==> src/hdl/tcpn_pkg.sv <==
package tcpn_pkg;

  localparam logic [1:0] CMD_LOAD = 2'd0;
  localparam logic [1:0] CMD_NORM = 2'd1;
  localparam logic [1:0] CMD_READ = 2'd2;

  localparam logic [1:0] CFG_TOPICS          = 2'd0;
  localparam logic [1:0] CFG_WORDS           = 2'd1;
  localparam logic [1:0] CFG_SMOOTHING       = 2'd2;
  localparam logic [1:0] CFG_SMOOTHING_TOTAL = 2'd3;

  localparam logic KIND_NORM = 1'b0;
  localparam logic KIND_READ = 1'b1;

  localparam int COUNT_W   = 31;
  localparam int PROD_HALF = 21;
  localparam int RAWP_W    = 2 * PROD_HALF;
  localparam int PP_W      = COUNT_W + PROD_HALF;
  localparam int DIV_NW    = 72;
  localparam int DIV_DW    = 49;
  localparam int DIV_QW    = 32;
  localparam int DIV_CW    = $clog2(DIV_NW + 1);

  localparam logic [COUNT_W-1:0] COUNT_MAX  = 31'h7FFF_FFFF;
  localparam logic [31:0]        PROB_MAX   = 32'hFFFF_FFFF;
  localparam logic [46:0]        TOTAL_MAX  = 47'h7FFF_FFFF_FFFF;
  localparam logic [47:0]        COLSUM_MAX = 48'hFFFF_FFFF_FFFF;
  localparam logic [DIV_NW-1:0]  RECIP_NUM  = DIV_NW'(1) << 48;
  localparam logic [DIV_DW-1:0]  RECIP_MIN  = DIV_DW'(32'h0001_0000);

  typedef struct packed {
    logic              start;
    logic [DIV_NW-1:0] dividend;
    logic [DIV_DW-1:0] divisor;
  } div_req_t;

  typedef struct packed {
    logic              done;
    logic              overflow;
    logic [DIV_QW-1:0] quotient;
  } div_rsp_t;

endpackage

==> src/hdl/tcpn_divider.sv <==
module tcpn_divider (
  input  logic               clk,
  input  logic               rst,
  input  tcpn_pkg::div_req_t req,
  output tcpn_pkg::div_rsp_t rsp
);
  import tcpn_pkg::*;

  logic              busy;
  logic              done;
  logic [DIV_CW-1:0] cnt;
  logic [DIV_NW-1:0] num;
  logic [DIV_DW-1:0] den;
  logic [DIV_DW-1:0] rem;
  logic [DIV_QW-1:0] quo;
  logic              ovf;
  logic [DIV_DW:0]   trial;
  logic              fits;

  always_comb begin
    trial = {rem, num[DIV_NW-1]};
    fits  = trial >= {1'b0, den};
  end

  always_ff @(posedge clk) begin
    if (rst) begin
      busy <= 1'b0;
      done <= 1'b0;
      cnt  <= '0;
    end else begin
      done <= 1'b0;
      if (req.start) begin
        busy <= 1'b1;
        cnt  <= DIV_CW'(DIV_NW);
      end else if (busy) begin
        cnt <= cnt - DIV_CW'(1);
        if (cnt == DIV_CW'(1)) begin
          busy <= 1'b0;
          done <= 1'b1;
        end
      end
    end
  end

  always_ff @(posedge clk) begin
    if (req.start) begin
      num <= req.dividend;
      den <= req.divisor;
      rem <= '0;
      quo <= '0;
      ovf <= 1'b0;
    end else if (busy) begin
      num <= {num[DIV_NW-2:0], 1'b0};
      rem <= fits ? DIV_DW'(trial - {1'b0, den}) : DIV_DW'(trial);
      quo <= {quo[DIV_QW-2:0], fits};
      ovf <= ovf | quo[DIV_QW-1];
    end
  end

  assign rsp.done     = done;
  assign rsp.overflow = ovf;
  assign rsp.quotient = quo;

endmodule

==> config.mk <==
export PLATFORM = sky130hd
export DESIGN_NAME = tcpn_divider
export DESIGN_NICKNAME = d
export VERILOG_FILES = /design/src/hdl/tcpn_pkg.sv /design/src/hdl/tcpn_divider.sv
export SDC_FILE = /design/constraint.sdc
export NUM_CORES = 1
export LEC_CHECK = 0
export CAP_MARGIN = 20
export CORE_MARGIN = 4
export CORE_UTILIZATION = 60
export CTS_CLUSTER_SIZE = 16
export DETAILED_ROUTE_END_ITERATION = 10
export DONT_BUFFER_PORTS = 1
export PLACE_DENSITY = 0.78
export RECOVER_POWER = 25
export SETUP_SLACK_MARGIN = 0.2
export SLEW_MARGIN = 20
export SYNTH_ARGS = -nofsm -noshare
export SYNTH_HDL_FRONTEND = slang
export SYNTH_SLANG_ARGS = --single-unit
==> constraint.sdc <==
create_clock -name clk -period 8.8 [get_ports clk]
set_clock_uncertainty 0.2 [all_clocks]
set_input_delay 0.44 -clock clk [delete_from_list [all_inputs] [get_ports clk]]
set_output_delay 0.44 -clock clk [all_outputs]
set_load 0.03 [all_outputs]
==> results.sh <==
export IMPL_cp_end_kind="flop"
export IMPL_syn_num_nets=1249
export IMPL_grt_first_pass_wirelength_mm=42.08
export IMPL_worstPathCellList="clkbuf_2 -> mux2_2"
export IMPL_n_fill_cell=1273
export IMPL_clk_pin_slew_ps=60
export IMPL_port_buffers=0
export IMPL_avgViaCountPerCell=5.973
export IMPL_hpwl_mm=15.08
export IMPL_cts_resized=0
export IMPL_via_count=8428
export IMPL_crit_buf_inv=1
export IMPL_cts_tree="done"
export IMPL_die_area_sq_um=21170
export IMPL_cp_top_family="buffers and inverters"
export IMPL_numCtsBuffers=24
export IMPL_wl_mm=25.83
export IMPL_fmax_mhz=240.2
export IMPL_initial_utilization=0.6085
export IMPL_area_growth_pct=17.71
export IMPL_setup_tns_ps=0
export IMPL_ir_worst_vdd_v=0.0001880
export IMPL_yosys_area_top_type_share=0.3203
export IMPL_start_kind="input pin"
export IMPL_yosys_top_cells_area="edfxtp_1 (32%), dfxtp_1 (16%), mux2_2 (7.1%), ha_1 (5.6%), mux2i_1 (4.4%)"
export IMPL_tightestPinTransition_ps=4549
export IMPL_wl_per_cell_um=18.31
export IMPL_drive_above_1_share=0.1166
export IMPL_yosysSeqAreaShare=0.4809
export IMPL_seq_area_sq_um=5459
export IMPL_slew_headroom=-2.032
export IMPL_post_cts_buffers=0
export IMPL_arrival_ps=4220
export IMPL_grt_max_degree=204
export IMPL_synth_avg_cell_area_sq_um=10.57
export IMPL_critPathMaxStageDelay_ps=3000
export IMPL_maxCapViolCount=1
export IMPL_ys_ff_latch=212
export IMPL_synth_edff_count=121
export IMPL_first_pass_iters=5
export IMPL_grt_pass1_vias=8315
export IMPL_drt_iter0_markers=749
export IMPL_die_h_um=145.5
export IMPL_rsz0062_at_grt="no"
export IMPL_power_leakage_nw=5.452
export IMPL_status="complete, but fails checks"
export IMPL_drc=0
export IMPL_io_pins=158
export IMPL_hold_class="input pin to flop"
export IMPL_maxSlewViolCount=204
export IMPL_violations="capacitance limit, slew limit"
export IMPL_worst_setup_path_type="input pin to flop"
export IMPL_num_rows=50
export IMPL_gp_congestion=0.9050
export IMPL_finalCriticalPeriod_ps=4163
export IMPL_clockRootBuffer="clkbuf_16"
export IMPL_antenna_left=0
export IMPL_power_density_nw_per_um2=204.2
export IMPL_grt_usage=0.2374
export IMPL_cts_buffer_depth=3
export IMPL_holdWs_ps=34.10
export IMPL_r2r_slack_ps=4740
export IMPL_ys_types=71
export IMPL_finalHoldViolCount=0
export IMPL_final_nets=1333
export IMPL_ys_warn_count=0
export IMPL_cts_hold_fix_buffers=124
export IMPL_crit_fanout=203
export IMPL_fin_crit_sh=0.4730
export IMPL_syn_area_sq_um=11340
export IMPL_synthCells=1073
export IMPL_required_ps=8860
export IMPL_synth_area_leader_cell="edfxtp_1"
export IMPL_htreeDepth=1
export IMPL_core_area_sq_um=18640
export IMPL_synth_common_cells="edfxtp_1 (121), nor2_1 (121), dfxtp_1 (91)"
export IMPL_synthArstFlopShare=0
export IMPL_synthFlopType="edfxtp_1"
export IMPL_fp_dieW_um=145.5
export IMPL_cts_num_sinks=212
export IMPL_multi_input_comb_area_sq_um=5310
export IMPL_cpMaxStageDelayCell="clkbuf_2"
export IMPL_finalSetupViolations=0
export IMPL_grt_overflow_total=0
export IMPL_insertion_delay_ps=530
export IMPL_antenna_found_initial=2
[final timing paths]
path                        from  depth (start not counted)                    to
max reg2reg    num[71]$_DFFE_PP_                         14  rem[22]$_SDFFE_PP0P_
max                     req[121]                          2     num[62]$_DFFE_PP_
min reg2reg  rem[3]$_SDFFE_PP0P_                          2   rem[3]$_SDFFE_PP0P_
min                     req[121]                          3  rem[43]$_SDFFE_PP0P_
[through the flow]
stage / power (mW) / instance area (sq um) / instances / setup WS, ps / utilization
6_report: 2.727 / 13350 / 1411 / 4637 / 0.7163
5_1_grt: 2.851 / 13350 / 1411 / 4214 / 0.7163
4_1_cts: 2.714 / 13370 / 1409 / 4734 / 0.7172
3_5_place_dp: 1.670 / 11320 / 1241 / 4750 / 0.6072
3_3_place_gp: 1.659 / 11320 / 1241 / 4892 / 0.6072
2_1_floorplan: 1.605 / 11340 / 1073 / 5635 / -
[kinds of logic after synthesis]
family / Yosys count / synth area share
mux: 127 / 0.1222
buf+inv: 133 / 0.05106
flops: 212 / 0.4809
fa+ha+maj: 52 / 0.05801
compound gates: 246 / 0.1448
simple gates: 253 / 0.1044
xor+xnor: 50 / 0.03860
[cells in the final DEF, fill, tap and decap left out, types with 27 or more instances in the layout]
| cell | netlist | layout |
|---|---|---|
| a211oi_1 | 36 | 36 |
| a21o_1 | 30 | 30 |
| a21oi_1 | 77 | 77 |
| dfxtp_1 | 91 | 90 |
| dlygate4sd3_1 | 0 | 123 |
| edfxtp_1 | 121 | 121 |
| ha_1 | 51 | 51 |
| inv_1 | 65 | 64 |
| mux2_2 | 72 | 72 |
| mux2i_1 | 50 | 50 |
| nand2_1 | 38 | 38 |
| nor2_1 | 121 | 121 |
| o21ai_0 | 27 | 27 |
| xor2_1 | 27 | 27 |
[worst register-to-register path: cells and delay by family, from the launching register on]
| kind | cells | cell delay [ps] |
|---|---|---|
| buffers and inverters | 2 | 120 |
| muxes | 2 | 540 |
| DFF | 1 | 380 |
| adders and majority gates | 2 | 560 |
| and+or+nand+nor | 1 | 50 |
| AOI/OAI and AO/OA | 7 | 1890 |
[metal layers]
| layer | vias up | GRT usage | wire length, um |
|---|---|---|---|
| met5 | - | 0 | 0 |
| met4 | 0 | 0.07930 | 839 |
| met3 | 68 | 0.04858 | 1572 |
| met2 | 311 | 0.3994 | 12560 |
| met1 | 3985 | 0.3087 | 10860 |
| li1 | 4064 | - | - |
[where the power goes]
part | switching, mW | internal, mW | total (mW)
registers | 0.0471 | 1.14 | 1.19
logic | 0.304 | 0.249 | 0.553
clock network | 0.394 | 0.593 | 0.988
[final cells by class]
cell class                 count  share of cell area
inverter                      65             0.01827
sequential                   212              0.4088
antenna                        2           0.0003748
tap                          234             0.02192
clock buffer                  36             0.05378
clock inverter                 8            0.005528
timing repair buffer         126             0.09369
multi-input combinational    728              0.3976
[state kept, by name, summed over array words and instances (netlist names)]
name / cells
busy: 1
cnt: 7
den: 49
done: 1
num: 72
ovf: 1
quo: 32
rem: 49
(Power assumes the default switching activity.)
